$ cat config.mk
export PLATFORM = sky130hd
export DESIGN_NAME = des_round_datapath_core
export DESIGN_NICKNAME = d
export VERILOG_FILES = /design/src/desr_pkg.sv /design/src/desr_perm.sv /design/src/desr_feistel.sv /design/src/des_round_datapath_core.sv
export SDC_FILE = /design/constraint.sdc
export NUM_CORES = 1
export LEC_CHECK = 0
export BUFFER_PORTS_ARGS = -buffer_cell sky130_fd_sc_hd__buf_2
export CAP_MARGIN = 20
export CORE_MARGIN = 2
export CORE_UTILIZATION = 38
export CTS_BUF_LIST = sky130_fd_sc_hd__clkbuf_2 sky130_fd_sc_hd__clkbuf_4 sky130_fd_sc_hd__clkbuf_8
export DETAILED_ROUTE_END_ITERATION = 10
export GPL_TIMING_DRIVEN = 0
export PLACE_DENSITY = 0.54
export SLEW_MARGIN = 20
export SYNTH_ARGS = -nofsm -noshare
export SYNTH_HDL_FRONTEND = slang
export SYNTH_HIERARCHICAL = 1
export SYNTH_SLANG_ARGS = --single-unit
$ cat constraint.sdc
create_clock -name clock -period 5.7 [get_ports clock]
set_clock_uncertainty 0.1 [all_clocks]
set_input_delay 1.14 -clock clock [delete_from_list [all_inputs] [get_ports clock]]
set_output_delay 1.14 -clock clock [all_outputs]
set_load 0.05 [all_outputs]
$ cat src/desr_pkg.sv
`default_nettype none

package desr_pkg;

   // Field widths of the data path.
   localparam int BLOCK_W = 64;
   localparam int HALF_W  = 32;
   localparam int KEY_W   = 48;
   localparam int OP_W    = 2;

   // Operation codes carried by each request beat.
   typedef enum logic [OP_W-1:0] {
      OP_IP    = 2'd0,
      OP_ROUND = 2'd1,
      OP_FP    = 2'd2,
      OP_PASS  = 2'd3
   } op_type;

   // Permutation tables; entry value 1 names the most significant source bit.
   localparam logic [6:0] IP_TAB [64] = '{
      7'd58, 7'd50, 7'd42, 7'd34, 7'd26, 7'd18, 7'd10, 7'd2,
      7'd60, 7'd52, 7'd44, 7'd36, 7'd28, 7'd20, 7'd12, 7'd4,
      7'd62, 7'd54, 7'd46, 7'd38, 7'd30, 7'd22, 7'd14, 7'd6,
      7'd64, 7'd56, 7'd48, 7'd40, 7'd32, 7'd24, 7'd16, 7'd8,
      7'd57, 7'd49, 7'd41, 7'd33, 7'd25, 7'd17, 7'd9,  7'd1,
      7'd59, 7'd51, 7'd43, 7'd35, 7'd27, 7'd19, 7'd11, 7'd3,
      7'd61, 7'd53, 7'd45, 7'd37, 7'd29, 7'd21, 7'd13, 7'd5,
      7'd63, 7'd55, 7'd47, 7'd39, 7'd31, 7'd23, 7'd15, 7'd7
   };

   localparam logic [6:0] FP_TAB [64] = '{
      7'd40, 7'd8, 7'd48, 7'd16, 7'd56, 7'd24, 7'd64, 7'd32,
      7'd39, 7'd7, 7'd47, 7'd15, 7'd55, 7'd23, 7'd63, 7'd31,
      7'd38, 7'd6, 7'd46, 7'd14, 7'd54, 7'd22, 7'd62, 7'd30,
      7'd37, 7'd5, 7'd45, 7'd13, 7'd53, 7'd21, 7'd61, 7'd29,
      7'd36, 7'd4, 7'd44, 7'd12, 7'd52, 7'd20, 7'd60, 7'd28,
      7'd35, 7'd3, 7'd43, 7'd11, 7'd51, 7'd19, 7'd59, 7'd27,
      7'd34, 7'd2, 7'd42, 7'd10, 7'd50, 7'd18, 7'd58, 7'd26,
      7'd33, 7'd1, 7'd41, 7'd9,  7'd49, 7'd17, 7'd57, 7'd25
   };

   localparam logic [5:0] E_TAB [48] = '{
      6'd32, 6'd1,  6'd2,  6'd3,  6'd4,  6'd5,
      6'd4,  6'd5,  6'd6,  6'd7,  6'd8,  6'd9,
      6'd8,  6'd9,  6'd10, 6'd11, 6'd12, 6'd13,
      6'd12, 6'd13, 6'd14, 6'd15, 6'd16, 6'd17,
      6'd16, 6'd17, 6'd18, 6'd19, 6'd20, 6'd21,
      6'd20, 6'd21, 6'd22, 6'd23, 6'd24, 6'd25,
      6'd24, 6'd25, 6'd26, 6'd27, 6'd28, 6'd29,
      6'd28, 6'd29, 6'd30, 6'd31, 6'd32, 6'd1
   };

   localparam logic [5:0] P_TAB [32] = '{
      6'd16, 6'd7,  6'd20, 6'd21, 6'd29, 6'd12, 6'd28, 6'd17,
      6'd1,  6'd15, 6'd23, 6'd26, 6'd5,  6'd18, 6'd31, 6'd10,
      6'd2,  6'd8,  6'd24, 6'd14, 6'd32, 6'd27, 6'd3,  6'd9,
      6'd19, 6'd13, 6'd30, 6'd6,  6'd22, 6'd11, 6'd4,  6'd25
   };

   // Substitution boxes S1 to S8, each indexed by row * 16 + column.
   localparam logic [3:0] S_TAB [8][64] = '{
      '{4'd14, 4'd4, 4'd13, 4'd1, 4'd2, 4'd15, 4'd11, 4'd8,
        4'd3, 4'd10, 4'd6, 4'd12, 4'd5, 4'd9, 4'd0, 4'd7,
        4'd0, 4'd15, 4'd7, 4'd4, 4'd14, 4'd2, 4'd13, 4'd1,
        4'd10, 4'd6, 4'd12, 4'd11, 4'd9, 4'd5, 4'd3, 4'd8,
        4'd4, 4'd1, 4'd14, 4'd8, 4'd13, 4'd6, 4'd2, 4'd11,
        4'd15, 4'd12, 4'd9, 4'd7, 4'd3, 4'd10, 4'd5, 4'd0,
        4'd15, 4'd12, 4'd8, 4'd2, 4'd4, 4'd9, 4'd1, 4'd7,
        4'd5, 4'd11, 4'd3, 4'd14, 4'd10, 4'd0, 4'd6, 4'd13},
      '{4'd15, 4'd1, 4'd8, 4'd14, 4'd6, 4'd11, 4'd3, 4'd4,
        4'd9, 4'd7, 4'd2, 4'd13, 4'd12, 4'd0, 4'd5, 4'd10,
        4'd3, 4'd13, 4'd4, 4'd7, 4'd15, 4'd2, 4'd8, 4'd14,
        4'd12, 4'd0, 4'd1, 4'd10, 4'd6, 4'd9, 4'd11, 4'd5,
        4'd0, 4'd14, 4'd7, 4'd11, 4'd10, 4'd4, 4'd13, 4'd1,
        4'd5, 4'd8, 4'd12, 4'd6, 4'd9, 4'd3, 4'd2, 4'd15,
        4'd13, 4'd8, 4'd10, 4'd1, 4'd3, 4'd15, 4'd4, 4'd2,
        4'd11, 4'd6, 4'd7, 4'd12, 4'd0, 4'd5, 4'd14, 4'd9},
      '{4'd10, 4'd0, 4'd9, 4'd14, 4'd6, 4'd3, 4'd15, 4'd5,
        4'd1, 4'd13, 4'd12, 4'd7, 4'd11, 4'd4, 4'd2, 4'd8,
        4'd13, 4'd7, 4'd0, 4'd9, 4'd3, 4'd4, 4'd6, 4'd10,
        4'd2, 4'd8, 4'd5, 4'd14, 4'd12, 4'd11, 4'd15, 4'd1,
        4'd13, 4'd6, 4'd4, 4'd9, 4'd8, 4'd15, 4'd3, 4'd0,
        4'd11, 4'd1, 4'd2, 4'd12, 4'd5, 4'd10, 4'd14, 4'd7,
        4'd1, 4'd10, 4'd13, 4'd0, 4'd6, 4'd9, 4'd8, 4'd7,
        4'd4, 4'd15, 4'd14, 4'd3, 4'd11, 4'd5, 4'd2, 4'd12},
      '{4'd7, 4'd13, 4'd14, 4'd3, 4'd0, 4'd6, 4'd9, 4'd10,
        4'd1, 4'd2, 4'd8, 4'd5, 4'd11, 4'd12, 4'd4, 4'd15,
        4'd13, 4'd8, 4'd11, 4'd5, 4'd6, 4'd15, 4'd0, 4'd3,
        4'd4, 4'd7, 4'd2, 4'd12, 4'd1, 4'd10, 4'd14, 4'd9,
        4'd10, 4'd6, 4'd9, 4'd0, 4'd12, 4'd11, 4'd7, 4'd13,
        4'd15, 4'd1, 4'd3, 4'd14, 4'd5, 4'd2, 4'd8, 4'd4,
        4'd3, 4'd15, 4'd0, 4'd6, 4'd10, 4'd1, 4'd13, 4'd8,
        4'd9, 4'd4, 4'd5, 4'd11, 4'd12, 4'd7, 4'd2, 4'd14},
      '{4'd2, 4'd12, 4'd4, 4'd1, 4'd7, 4'd10, 4'd11, 4'd6,
        4'd8, 4'd5, 4'd3, 4'd15, 4'd13, 4'd0, 4'd14, 4'd9,
        4'd14, 4'd11, 4'd2, 4'd12, 4'd4, 4'd7, 4'd13, 4'd1,
        4'd5, 4'd0, 4'd15, 4'd10, 4'd3, 4'd9, 4'd8, 4'd6,
        4'd4, 4'd2, 4'd1, 4'd11, 4'd10, 4'd13, 4'd7, 4'd8,
        4'd15, 4'd9, 4'd12, 4'd5, 4'd6, 4'd3, 4'd0, 4'd14,
        4'd11, 4'd8, 4'd12, 4'd7, 4'd1, 4'd14, 4'd2, 4'd13,
        4'd6, 4'd15, 4'd0, 4'd9, 4'd10, 4'd4, 4'd5, 4'd3},
      '{4'd12, 4'd1, 4'd10, 4'd15, 4'd9, 4'd2, 4'd6, 4'd8,
        4'd0, 4'd13, 4'd3, 4'd4, 4'd14, 4'd7, 4'd5, 4'd11,
        4'd10, 4'd15, 4'd4, 4'd2, 4'd7, 4'd12, 4'd9, 4'd5,
        4'd6, 4'd1, 4'd13, 4'd14, 4'd0, 4'd11, 4'd3, 4'd8,
        4'd9, 4'd14, 4'd15, 4'd5, 4'd2, 4'd8, 4'd12, 4'd3,
        4'd7, 4'd0, 4'd4, 4'd10, 4'd1, 4'd13, 4'd11, 4'd6,
        4'd4, 4'd3, 4'd2, 4'd12, 4'd9, 4'd5, 4'd15, 4'd10,
        4'd11, 4'd14, 4'd1, 4'd7, 4'd6, 4'd0, 4'd8, 4'd13},
      '{4'd4, 4'd11, 4'd2, 4'd14, 4'd15, 4'd0, 4'd8, 4'd13,
        4'd3, 4'd12, 4'd9, 4'd7, 4'd5, 4'd10, 4'd6, 4'd1,
        4'd13, 4'd0, 4'd11, 4'd7, 4'd4, 4'd9, 4'd1, 4'd10,
        4'd14, 4'd3, 4'd5, 4'd12, 4'd2, 4'd15, 4'd8, 4'd6,
        4'd1, 4'd4, 4'd11, 4'd13, 4'd12, 4'd3, 4'd7, 4'd14,
        4'd10, 4'd15, 4'd6, 4'd8, 4'd0, 4'd5, 4'd9, 4'd2,
        4'd6, 4'd11, 4'd13, 4'd8, 4'd1, 4'd4, 4'd10, 4'd7,
        4'd9, 4'd5, 4'd0, 4'd15, 4'd14, 4'd2, 4'd3, 4'd12},
      '{4'd13, 4'd2, 4'd8, 4'd4, 4'd6, 4'd15, 4'd11, 4'd1,
        4'd10, 4'd9, 4'd3, 4'd14, 4'd5, 4'd0, 4'd12, 4'd7,
        4'd1, 4'd15, 4'd13, 4'd8, 4'd10, 4'd3, 4'd7, 4'd4,
        4'd12, 4'd5, 4'd6, 4'd11, 4'd0, 4'd14, 4'd9, 4'd2,
        4'd7, 4'd11, 4'd4, 4'd1, 4'd9, 4'd12, 4'd14, 4'd2,
        4'd0, 4'd6, 4'd10, 4'd13, 4'd15, 4'd3, 4'd5, 4'd8,
        4'd2, 4'd1, 4'd14, 4'd7, 4'd4, 4'd10, 4'd8, 4'd13,
        4'd15, 4'd12, 4'd9, 4'd0, 4'd3, 4'd5, 4'd6, 4'd11}
   };

   // Initial permutation: output bit 63-i takes source bit 64-IP_TAB[i].
   function automatic logic [BLOCK_W-1:0] ip_perm(input logic [BLOCK_W-1:0] src);
      logic [BLOCK_W-1:0] r;
      for (int i = 0; i < BLOCK_W; i++) begin
         r[BLOCK_W-1-i] = src[6'(7'd64 - IP_TAB[i])];
      end
      return r;
   endfunction

   // Final permutation, the inverse of the initial one.
   function automatic logic [BLOCK_W-1:0] fp_perm(input logic [BLOCK_W-1:0] src);
      logic [BLOCK_W-1:0] r;
      for (int i = 0; i < BLOCK_W; i++) begin
         r[BLOCK_W-1-i] = src[6'(7'd64 - FP_TAB[i])];
      end
      return r;
   endfunction

   // Expansion of the right half from 32 to 48 bits.
   function automatic logic [KEY_W-1:0] e_expand(input logic [HALF_W-1:0] src);
      logic [KEY_W-1:0] r;
      for (int i = 0; i < KEY_W; i++) begin
         r[KEY_W-1-i] = src[5'(6'd32 - E_TAB[i])];
      end
      return r;
   endfunction

   // Permutation of the substitution output.
   function automatic logic [HALF_W-1:0] p_perm(input logic [HALF_W-1:0] src);
      logic [HALF_W-1:0] r;
      for (int i = 0; i < HALF_W; i++) begin
         r[HALF_W-1-i] = src[5'(6'd32 - P_TAB[i])];
      end
      return r;
   endfunction

endpackage

`default_nettype wire

$ cat src/desr_perm.sv
`default_nettype none

module desr_perm (
   input  wire desr_pkg::op_type                  op,
   input  wire logic [desr_pkg::BLOCK_W-1:0]     block_in,
   output logic      [desr_pkg::BLOCK_W-1:0]     block_out
);
   import desr_pkg::*;

   // Initial or final permutation; the final one is chosen only by its own code.
   always_comb begin
      if (op == OP_FP) begin
         block_out = fp_perm(block_in);
      end else begin
         block_out = ip_perm(block_in);
      end
   end

endmodule

`default_nettype wire

$ cat src/desr_feistel.sv
`default_nettype none

module desr_feistel (
   input  wire logic [desr_pkg::BLOCK_W-1:0] block_in,
   input  wire logic [desr_pkg::KEY_W-1:0]   round_key,
   output logic      [desr_pkg::BLOCK_W-1:0] block_out
);
   import desr_pkg::*;

   logic [HALF_W-1:0] left;
   logic [HALF_W-1:0] right;
   logic [KEY_W-1:0]  mixed;
   logic [HALF_W-1:0] sbox_out;

   assign left  = block_in[BLOCK_W-1:HALF_W];
   assign right = block_in[HALF_W-1:0];

   // Expand the right half and mix in the round key.
   assign mixed = e_expand(right) ^ round_key;

   // Eight independent S-box lookups; row from the outer bits, column from the inner four.
   always_comb begin
      for (int b = 0; b < 8; b++) begin
         sbox_out[HALF_W-1-4*b -: 4] =
            S_TAB[b][{mixed[KEY_W-1-6*b], mixed[KEY_W-6-6*b], mixed[KEY_W-2-6*b -: 4]}];
      end
   end

   // The right half moves up; the new right half is the old left XOR f.
   assign block_out = {right, left ^ p_perm(sbox_out)};

endmodule

`default_nettype wire

$ cat src/des_round_datapath_core.sv
`default_nettype none

// DES data-path unit: initial permutation, one Feistel round or final
// permutation on a 64-bit block, one operation per request beat.
// Request channel: drive start high with req_type, req_data_block and
// req_round_key; the beat is taken at that clock edge. busy is held low, so
// a new request beat can be issued in every cycle.
// Result channel: rsp_result_block is shown for one cycle with rsp_strobe
// high; each request passes the input register, then the result register,
// on its way there, and the receiver captures the result at the clock edge
// where rsp_strobe is high. Results leave in request order, one per request.
// Throughput is one beat per cycle; the path between the two registers is a
// permutation, or the expansion, S-box lookup and P permutation of a round.
// Operation code 3 returns the block unchanged; the round key matters only
// to the round operation.
// Reset clears both valid flags, so no result strobe follows reset until a
// new request is taken. The receiver cannot stall this block, so nothing is
// held back and no result is ever dropped.
module des_round_datapath_core (
   input  wire logic                             clock,
   input  wire logic                             reset,
   input  wire logic                             start,
   output logic                                  busy,
   input  wire logic [desr_pkg::OP_W-1:0]        req_type,
   input  wire logic [desr_pkg::BLOCK_W-1:0]     req_data_block,
   input  wire logic [desr_pkg::KEY_W-1:0]       req_round_key,
   output logic                                  rsp_strobe,
   output logic      [desr_pkg::BLOCK_W-1:0]     rsp_result_block
);
   import desr_pkg::*;

   logic               req_valid_ff;
   logic               req_valid_in;
   op_type             op_ff;
   logic [BLOCK_W-1:0] block_ff;
   logic [KEY_W-1:0]   key_ff;
   logic [BLOCK_W-1:0] perm_block;
   logic [BLOCK_W-1:0] round_block;
   logic               rsp_valid_ff;
   logic [BLOCK_W-1:0] result_ff;
   logic [BLOCK_W-1:0] result_in;

   // The unit never refuses a beat.
   assign busy         = 1'b0;
   assign req_valid_in = start & ~busy;

   // Input register.
   always_ff @(posedge clock) begin
      if (reset) begin
         req_valid_ff <= 1'b0;
      end else begin
         req_valid_ff <= req_valid_in;
      end
   end

   always_ff @(posedge clock) begin
      if (req_valid_in) begin
         op_ff    <= op_type'(req_type);
         block_ff <= req_data_block;
         key_ff   <= req_round_key;
      end
   end

   desr_perm u_perm (
      .op        (op_ff),
      .block_in  (block_ff),
      .block_out (perm_block)
   );

   desr_feistel u_feistel (
      .block_in  (block_ff),
      .round_key (key_ff),
      .block_out (round_block)
   );

   // Select the result of the requested operation.
   always_comb begin
      unique case (op_ff)
         OP_IP:    result_in = perm_block;
         OP_ROUND: result_in = round_block;
         OP_FP:    result_in = perm_block;
         OP_PASS:  result_in = block_ff;
         default:  result_in = block_ff;
      endcase
   end

   // Result register.
   always_ff @(posedge clock) begin
      if (reset) begin
         rsp_valid_ff <= 1'b0;
      end else begin
         rsp_valid_ff <= req_valid_ff;
      end
   end

   always_ff @(posedge clock) begin
      if (req_valid_ff) begin
         result_ff <= result_in;
      end
   end

   assign rsp_strobe       = rsp_valid_ff;
   assign rsp_result_block = result_ff;

endmodule

`default_nettype wire
==> results of run 1 <==
==> worst reg2reg max path: stages (launching register included) <==
cell and delay [ps]:
edfxtp_1 580, xor2_1 740, inv_1 290, ha_1 340, nor2_1 130, a21oi_1 40
mux4_1 500, o21ai_0 360, xnor2_1 170, mux2i_1 80, a21oi_1 310
==> cell usage after synthesis (4+ instances only) <==
master	n
a211o_1	6
a211oi_1	19
a21oi_1	118
a221oi_1	5
a311oi_1	4
a31oi_1	22
buf_12	7
buf_2	25
buf_4	42
buf_8	6
clkbuf_1	19
edfxtp_1	178
ha_1	62
inv_1	27
inv_2	7
mux2_4	60
mux2i_1	96
mux4_2	24
nand2_1	52
nand3_1	20
nor2_1	120
nor2b_1	4
nor3_1	23
o2111ai_1	6
o211ai_1	19
o21ai_0	29
o221ai_1	5
o22ai_1	6
o311ai_0	6
o31ai_1	10
xnor2_1	62
xnor2_2	9
xor2_1	45
xor2_2	11
==> layout make-up <==
type,instances,area share (%)
Multi-Input combinational cell,896,47.4
Sequential cell,180,34.5
Timing Repair Buffer,183,6.14
Buffer,104,4.97
Tap cell,461,3.69
Clock buffer,19,1.59
Inverter,36,0.865
Clock inverter,12,0.801
==> routing by layer <==
metal	GRT usage (%)	vias up	share of wire (%)
li1	-	4904	-
met3	3.76	42	5.8
met1	31.1	5080	45
met5	0	-	0.017
met4	6.51	2	2.2
met2	35.1	415	47
==> registers in the layout (all words and copies together) (netlist names) <==
| register | flops |
|---|---|
| block_ff | 64 |
| key_ff | 48 |
| rsp_result_block | 64 |
| req_valid_ff | 1 |
| op_ff | 2 |
| rsp_strobe | 1 |
==> kinds of logic after synthesis <==
| kind of cell | Yosys count | synth area share (%) |
|---|---|---|
| buffers and inverters | 140 | 6.65 |
| xor gates and xnor gates | 128 | 9.42 |
| other | 1 | 0.0274 |
| muxes | 186 | 18.4 |
| adders and majority gates | 62 | 5.67 |
| and+or+nand+nor | 232 | 7.12 |
| AOI/OAI and AO/OA | 287 | 13.4 |
| DFF | 180 | 39.3 |
==> per-stage QoR <==
step | worst slack, ps | util [%] | std cells | instance area (um^2) | power (mW)
after floorplan | 2520 | - | 1216 | 13700 | 3.28
after CTS | 1690 | 44.0 | 1891 | 15600 | 4.75
final | 1890 | 44.0 | 1891 | 15600 | 4.73
after global routing | 1630 | 44.0 | 1891 | 15600 | 5.00
after global placement | 1710 | 42.8 | 1858 | 15200 | 3.84
after detailed placement | 1730 | 42.9 | 1860 | 15200 | 3.85
==> cells in the final DEF (no fill, tap or decap), types with 7 or more instances in the layout <==
cell type  count
edfxtp_1     178
clkbuf_8      17
clkbuf_1      19
inv_2          7
o21ai_0       29
nor2_1       120
mux2_4        60
buf_12         8
xor2_2        12
xnor2_1       61
xnor2_2       10
xor2_1        44
buf_4         42
buf_2        205
mux2i_1       96
nor3_1        23
nand2_1       52
a31oi_1       22
a211oi_1      19
o31ai_1       10
ha_1          62
a21oi_1      118
mux4_2        24
nand3_1       20
o211ai_1      19
inv_1         27
==> power by group <==
group / total, mW / switching, mW / leakage (nW) / internal (mW)
clock network: 0.884 / 0.522 / 0.187 / 0.363
registers: 1.76 / 0.157 / 1.75 / 1.60
logic: 2.08 / 1.23 / 4.37 / 0.856
total: 4.73 / 1.91 / 6.31 / 2.82
==> how the worst min path moves through the flow <==
| stage | slack (ps) | from | depth (start not counted) | endpoint |
|---|---|---|---|---|
| after floorplan | 560 | block_ff[45] | 2 | rsp_result_block[45] |
| after global placement | 620 | block_ff[42] | 2 | rsp_result_block[42] |
| after detailed placement | 580 | req_valid_ff | 0 | rsp_result_block[57] |
| after CTS | 600 | req_valid_ff | 0 | rsp_result_block[22] |
| after global routing | 610 | req_valid_ff | 0 | rsp_result_block[61] |
| final | 590 | req_valid_ff | 0 | rsp_result_block[57] |
==> key figures, run 1 <==
Timing
  – Final setup violation count: 0
  – Hold slack: ~600 ps
  – Fmax: about 260 MHz
  – Tcrit/Tclk final: around two thirds
  – Slew HR: 37.5%
  – Minimum clock period: about 3800 ps
  – Slew Viols, Final: 0
  – Worst slew pin tran: 932 ps
  – Final hold vios: 0
  – Unrepaired setup endpoints after global routing: false
  – TNS Setup: 0 ps

Synth
  – Syn nets: 1395
  – Top cell type's share of synthesized area: 39.0%
  – Async S/R FF share, synth: 0%
  – Yosys warns: 6
  – EDFF count, synth: roughly 180
  – Top post-synthesis cells by area: edfxtp_1, mux2i_1, mux2_4
  – Register area share after synthesis: 39.3%
  – Netlist cell types: 69
  – Yosys top cell by area: edfxtp_1
  – Mapped Area: about 0.014 mm^2
  – Synth Register Bits: 180
  – Synth Instances: approximately 1.2k
  – Leading register cell type out of synthesis: edfxtp_1
  – Synthesized area per cell: roughly 11 um^2

Route
  – Overall routed net length: around 42000 um
  – Final ANT Viol Nets: 0
  – First-pass DRT Iterations: 5
  – Via density: ~5.5
  – Starting DRT DRC Count: slightly above 800
  – Routed WL per cell: ~22 um
  – Detailed-route DRC error count: 0
  – Detailed-route via count: ~10k

Die
  – Num rows: 69
  – Die ar.: 0.0376 mm^2
  – Initial core utilization: slightly below 40%
  – Die Y-Extent: between 150 and 200 um
  – IO Count: between 150 and 200
  – Die width: 194 um
  – Core box area: 0.0355 mm^2

Placed design
  – IO Port Bufs: roughly 180
  – Routability cong.: around 0.89
  – DP Wirelength: approximately 31000 um

Global route
  – First-pass GRT wire length: between 60000 and 70000 um
  – Vias in the first global route: roughly 10k
  – Largest net degree at the start of global routing: 71
  – Initial antenna violation count: 1
  – Congestion Overflow GR: 0
  – Gr usage total: between 20% and 30%

Finish
  – Number of filler cells placed in the layout: 3405
  – Share of layout cells above drive strength 1: about 29%
  – Register area: approximately 0.0054 mm^2
  – N_diodes: 0
  – Final net count: 1597
  – Multi-input gate area: ~0.0074 mm^2
  – Area Overhead vs Synth: 14.1%

Clock network
  – Post_cts resized: 0
  – Htree depth: 4
  – TritonCTS buffer count: 17
  – Clock Tree Root: clkbuf_8
  – Worst-Skew Late Latency: around 510 ps
  – Clk buf depth: 2
  – CTS tree: done
  – Post-CTS Setup Bufs: 0
  – CTS Sinks: 180
  – Reg clk slew, reported paths: 100 ps
  – CTS hold repair buffers: 0

Setup path
  – Reg2reg setup slack: between 1500 and 2000 ps
  – Crit end category: flip-flop
  – CP delay by family, top: XOR/XNOR gates
  – Critical Path RT: between 5000 and 6000 ps
  – Number of cells on the critical path: 10
  – Critical path, cell by cell: xor2_1 -> inv_1 -> ha_1 -> nor2_1 -> a21oi_1 -> mux4_1 -> o21ai_0 -> xnor2_1 -> mux2i_1 -> a21oi_1
  – Critical Path Source: block_ff[16]
  – Crit start category: flip-flop
  – CP bufs+invs: 1
  – Critical Path AT: roughly 4000 ps
  – Crit path kind: reg -> reg
  – CP Max Fanout: 11
  – FF-to-FF Start: block_ff[16]
  – FF-to-FF End: rsp_result_block[31]
  – Slowest cell on crit path: xor2_1
  – R2R cell count: 10
  – CP endpoint: rsp_result_block[31]
  – Most frequent CP cell: a21oi_1
  – Worst path max stage delay: roughly 730 ps

Run
  – MaxCap Viol Count: 0

Pwr
  – Pwr dens: between 300 and 400 mW/mm^2
  – Worst VDD drop: roughly 0.16 mV
  – Static leakage: approximately 6.3 nW

Outcome
  – Outcome: finished clean

Min path
  – HP Class: reg -> reg
Power figures use the tool's default switching activity.
==> inputs of run 2 (changes only) <==
Settings changed: ABC_AREA set to 1, PLACE_DENSITY 0.54 to 0.53.
Clock period 5.7 ns to 4 ns, I/O delays scaled along.
==> key figures, run 2 <==
Clock network
  – Worst-Skew Late Latency: about 510 ps
  – CTS tree: done
  – CTS Sinks: 180
  – TritonCTS buffer count: 17
  – Htree depth: 4
  – Reg clk slew, reported paths: around 110 ps
  – Post_cts resized: 0
  – CTS hold repair buffers: 0
  – Post-CTS Setup Bufs: 0
  – Clock Tree Root: clkbuf_8
  – Clk buf depth: 2

Die
  – Die Y-Extent: between 150 and 200 um
  – Die width: roughly 200 um
  – Initial core utilization: approximately two fifths
  – Num rows: 70
  – Core box area: approximately 0.036 mm^2
  – Die ar.: between 0.03 and 0.04 mm^2
  – IO Count: ~180

Route
  – Routed WL per cell: between 15 and 20 um
  – Detailed-route via count: ~14k
  – Detailed-route DRC error count: 0
  – Via density: 5.25
  – Starting DRT DRC Count: between 1k and 1.5k
  – Overall routed net length: approximately 50000 um
  – Final ANT Viol Nets: 0
  – First-pass DRT Iterations: 6

Timing
  – TNS Setup: 0 ps
  – Slew HR: ~43%
  – Fmax: between 300 and 400 MHz
  – Final setup violation count: 0
  – Worst setup margin: ~960 ps
  – Tcrit/Tclk final: around 76%
  – Unrepaired setup endpoints after global routing: false
  – Hold slack: ~360 ps
  – Minimum clock period: between 3000 and 4000 ps
  – Slew Viols, Final: 0
  – Final hold vios: 0
  – Worst slew pin tran: approximately 850 ps

Setup path
  – Crit path kind: reg -> reg
  – CP Max Fanout: 9
  – CP bufs+invs: 3
  – Slowest cell on crit path: edfxtp_1
  – Crit end category: flip-flop
  – Critical Path Source: block_ff[9]
  – Critical Path RT: roughly 4200 ps
  – CP delay by family, top: simple AND/OR/NAND/NOR gates
  – Number of cells on the critical path: 17
  – Crit start category: flip-flop
  – Critical Path AT: between 3000 and 4000 ps
  – Critical path, cell by cell: inv_1 -> nand2_1 -> nand2_1 -> inv_1 -> ha_1 -> inv_1 -> nand2_1 -> nand2_1 -> nand2_1 -> nand3_1 -> nand2_1 -> nand2_1 -> nand2_1 -> nand2_1 -> nand2_1 -> nand3_1 -> nand3_1
  – FF-to-FF Start: block_ff[9]
  – Worst path max stage delay: 560 ps
  – Most frequent CP cell: nand2_1
  – R2R cell count: 17

Synth
  – Top post-synthesis cells by area: edfxtp_1, nand2_1, nand3_1
  – Synth Instances: approximately 1.9k
  – Synth Register Bits: 180
  – Async S/R FF share, synth: 0%
  – Mapped Area: ~0.014 mm^2
  – Register area share after synthesis: just under 40%
  – Synthesized area per cell: 7.19 um^2
  – Yosys warns: 6
  – Synth top cells by count: nand2_1, nand3_1, edfxtp_1
  – Syn nets: 2116
  – Yosys top cell by area: edfxtp_1
  – Netlist cell types: 28
  – Cell with the most instances after synthesis: nand2_1
  – Top cell type's share of synthesized area: 38.4%
  – EDFF count, synth: between 150 and 200
  – Leading register cell type out of synthesis: edfxtp_1

Finish
  – Area Overhead vs Synth: 14.5%
  – Post-route cell area: around 0.016 mm^2
  – Share of layout cells above drive strength 1: approximately 16%
  – Final net count: 2318
  – Finished Layout Cells: about 2.6k
  – Commonest non-fill, non-tap cell in the layout: nand2_1
  – Most frequent cells in the layout: nand2_1, nand3_1, buf_2
  – Post-Route Utilization: about 44%

Pwr
  – Clk pwr share: between 20% and 30%
  – Internal: 3.83 mW
  – Logic pwr share: 37.9%
  – Final total power: approximately 6.5 mW
  – Pwr dens: 407 mW/mm^2
  – NetSw: roughly 2.7 mW
  – Sw frac: roughly 41%
  – Static leakage: 7.99 nW
  – Worst VDD drop: roughly 0.23 mV
  – Sequential cell fraction of total power: roughly two fifths

Outcome
  – Outcome: finished clean

Min path
  – Hold path depth: 1
  – HP Class: in -> reg
  – Worst hold start: req_round_key[47]

Global route
  – Congestion Overflow GR: 0
  – Vias in the first global route: ~13k
  – Largest net degree at the start of global routing: 63
  – First-pass GRT wire length: 74100 um
  – Initial antenna violation count: 0
  – Gr usage total: 25.5%

Placed design
  – DP Wirelength: 37000 um
  – Routability cong.: between 0.9 and 1
  – Dpl ws: around 960 ps
  – Number of instances in the placed design: between 2k and 3k
  – IO Port Bufs: around 180
  – DP Area: between 0.015 and 0.02 mm^2

Run
  – MaxCap Viol Count: 0
-- run 2: changes by cell type in the layout (fill, tap and decap cells not counted), moves of 20 or more --
| cell | before | now |
|---|---|---|
| a21oi_1 | 118 | 5 |
| a31oi_1 | 22 | 0 |
| buf_2 | 205 | 226 |
| inv_1 | 27 | 141 |
| mux2_4 | 60 | 0 |
| mux2i_1 | 96 | 0 |
| mux4_2 | 24 | 0 |
| nand2_1 | 52 | 818 |
| nand3_1 | 20 | 531 |
| nand3b_1 | 0 | 20 |
| nor2_1 | 120 | 8 |
| nor3_1 | 23 | 0 |
| xnor2_1 | 61 | 19 |
| xor2_1 | 44 | 4 |
-- run 2: power by group through the flow --
stage / Combinational, mW / Clock (mW) / Sequential (mW)
after floorplan: 1.56 / 0 / 2.66
after global placement: 2.43 / 0 / 2.57
after detailed placement: 2.43 / 0 / 2.55
after CTS: 2.44 / 1.56 / 2.51
after global routing: 2.75 / 1.62 / 2.53
final: 2.46 / 1.51 / 2.51
-- run 2: metal layers --
metal	global-route usage (%)	part of all wire [%]	vias up
met5	0	0	-
met4	6.64	2.2	0
met3	4.15	7.6	60
met2	41.7	46	556
met1	35.1	44	6368
li1	-	-	6771
-- run 2: layout make-up --
type	count	area (um^2)
fill	3794	20400
clock buffer	17	234
sequential	180	5390
timing repair buffer	183	960
inverter	146	548
antenna	1	2.50
clock inverter	15	238
multi-input combinational	1497	7180
tap	468	586
buffer	114	808
-- run 2: final timing paths --
| check | to | slack (ps) |
|---|---|---|
| worst min-delay path | key_ff[47] | 360 |
| worst max-delay path | rsp_result_block[21] | 960 |
| worst max register to register | rsp_result_block[21] | 960 |
| worst min register to register | rsp_strobe | 570 |
-- run 2: worst register-to-register path: stages, from the launching register on --
cell and delay, ps:
edfxtp_1 560, inv_1 110, nand2_1 50, nand2_1 280
inv_1 190, ha_1 360, inv_1 100, nand2_1 130
nand2_1 110, nand2_1 70, nand3_1 80, nand2_1 90
nand2_1 90, nand2_1 60, nand2_1 50, nand2_1 140
nand3_1 140, nand3_1 80
-- run 2: cells by family (layout without fill, tap and decap cells) --
group / count (synthesis) / count (layout) / share of synthesized area (%)
xor+xnor: 30 / 30 / 2.27
simple gates: 1383 / 1383 / 42.9
buf+inv: 260 / 475 / 9.74
fa+ha+maj: 62 / 62 / 5.57
compound gates: 21 / 21 / 0.809
flops: 180 / 180 / 38.7
other cells: 1 / 2 / 0.0269
==> inputs of run 3 (changes only) <==
Settings changed: PLACE_DENSITY 0.53 to 0.56.
Clock period 4 ns to 2.6 ns, I/O delays scaled along.
==> key figures, run 3 (synthesis gave the netlist of run 2 again) <==
Route
  – DR top layer: met4
  – Via density: approximately 5.3
  – First-pass DRT Iterations: 5
  – Final ANT Viol Nets: 0
  – Met2 Routed Length: ~23000 um
  – Starting DRT DRC Count: around 1.2k
  – Met3 routed WL: 3790 um
  – Routed WL per cell: approximately 19 um
  – Overall routed net length: 49500 um
  – Detailed-route DRC error count: 0
  – Detailed-route via count: ~14k
  – Met1 wire length: roughly 22000 um

Timing
  – Fmax: 404 MHz
  – Hold slack: between 80 and 90 ps
  – Tcrit/Tclk final: around 95%
  – Worst slew pin tran: 686 ps
  – Minimum clock period: ~2500 ps
  – TNS Setup: 0 ps
  – Slew Viols, Final: 0
  – Final setup violation count: 0
  – Slew HR: 53.9%
  – Unrepaired setup endpoints after global routing: true
  – Final hold vios: 0

Global route
  – First-pass GRT wire length: approximately 74000 um
  – Congestion Overflow GR: 0
  – Vias in the first global route: 12.7k
  – Largest net degree at the start of global routing: 62
  – Gr usage total: 25.5%
  – Initial antenna violation count: 0

Setup path
  – Crit start category: flip-flop
  – Critical Path RT: roughly 2700 ps
  – Critical path, cell by cell: xnor2_2 -> inv_1 -> buf_2 -> nand2_1 -> nand3_1 -> nand3_1 -> nand2_1 -> nand2_1 -> nand2_1 -> nand3_1 -> nand3_1
  – Slowest cell on crit path: edfxtp_1
  – Crit end category: flip-flop
  – Crit path kind: reg -> reg
  – Critical Path AT: between 2000 and 3000 ps
  – CP Max Fanout: 10
  – Worst path max stage delay: 630 ps

Die
  – Initial core utilization: a little under two fifths
  – IO Count: 183
  – Core box area: about 0.036 mm^2
  – Die width: 195 um
  – Num rows: 70
  – Die ar.: 0.0382 mm^2
  – Die Y-Extent: 195 um

Finish
  – Post-route cell area: roughly 0.017 mm^2
  – Final net count: 2367
  – Area Overhead vs Synth: 18.9%
  – Commonest non-fill, non-tap cell in the layout: nand2_1
  – Post-Route Utilization: 45.5%
  – Share of layout cells above drive strength 1: about a fifth
  – N_diodes: 0
  – Finished Layout Cells: roughly 2.7k
  – Most frequent cells in the layout: nand2_1, nand3_1, buf_2
  – Number of filler cells placed in the layout: between 3k and 4k

Clock network
  – Reg clk slew, reported paths: 100 ps
  – Worst-Skew Late Latency: about 500 ps
  – CTS tree: done
  – CTS Sinks: 180
  – TritonCTS buffer count: 17
  – Htree depth: 4
  – Clk buf depth: 2
  – Clock Tree Root: clkbuf_8

Placed design
  – Routability cong.: around 0.96
  – DP Area: about 0.015 mm^2
  – DP Wirelength: 36700 um
  – Number of instances in the placed design: 2588
  – IO Port Bufs: 181

Pwr
  – Static leakage: between 8 and 9 nW
  – Pwr dens: between 500 and 600 mW/mm^2
  – Worst VDD drop: 0.328 mV

Outcome
  – Outcome: finished clean

Min path
  – HP Class: in -> reg

Run
  – MaxCap Viol Count: 0
==> run 3: cell count changes in the layout (fill, tap and decap cells not counted), sizes merged, moves of 2 or more <==
cell    delta
clkinv     +6
bufinv     -2
clkbuf     +2
buf       +48
inv        -7
==> run 3: worst paths after layout <==
kind | from | end | slack [ps] | depth (start not counted)
worst max-delay path | block_ff[3] | rsp_result_block[17] | 120 | 11
worst min-delay path | reset | req_valid_ff | 80 | 2
worst max register to register | block_ff[3] | rsp_result_block[17] | 120 | 11
worst min register to register | req_valid_ff | rsp_strobe | 450 | 2
==> run 3: stage by stage <==
step	setup slack, ps	total power [mW]
after global placement	-592	7.69
after CTS	-2.38	9.83
after global routing	-7.88	10.5
after detailed placement	-399	7.67
after floorplan	315	6.49
final	124	9.91
==> run 3: power breakdown <==
part | total [mW] | internal (mW) | leakage, nW | switching [mW]
Clock | 2.04 | 0.955 | 0.202 | 1.09
Sequential | 3.78 | 3.51 | 1.72 | 0.268
Combinational | 4.09 | 1.36 | 6.36 | 2.73
==> run 3: final cells by class <==
type / instances / area (um^2) / area share (%)
Timing Repair Buffer: 232 / 1350 / 8.14
Clock buffer: 18 / 241 / 1.46
Buffer: 114 / 813 / 4.92
Inverter: 146 / 552 / 3.34
Sequential cell: 180 / 5390 / 32.6
Tap cell: 468 / 586 / 3.54
Clock inverter: 13 / 159 / 0.960
Multi-Input combinational cell: 1497 / 7460 / 45.1
==> run 3: repair_timing <==
item	4_1_cts	5_1_grt
hold buffers	0	0
setup endpoints to repair	30	27
gates cloned	0	0
buffers inserted	20	29
pin swaps	0	4
endpoints found under the hold margin	0	0
gates resized for setup	22	30
==> run 3: routing by layer <==
metal / vias to the layer above / global-route usage, %
met3: 76 / 5.25
met4: 0 / 8.91
met5: - / 0
met2: 566 / 40.3
li1: 6849 / -
met1: 6577 / 34.8
==> run 3: critical path: cells and delay by family (launching register included) <==
kind,cells,cell delay [ps]
buffers and inverters,2,400
XOR/XNOR,1,320
flip-flops,1,630
AND/OR/NAND/NOR,8,750
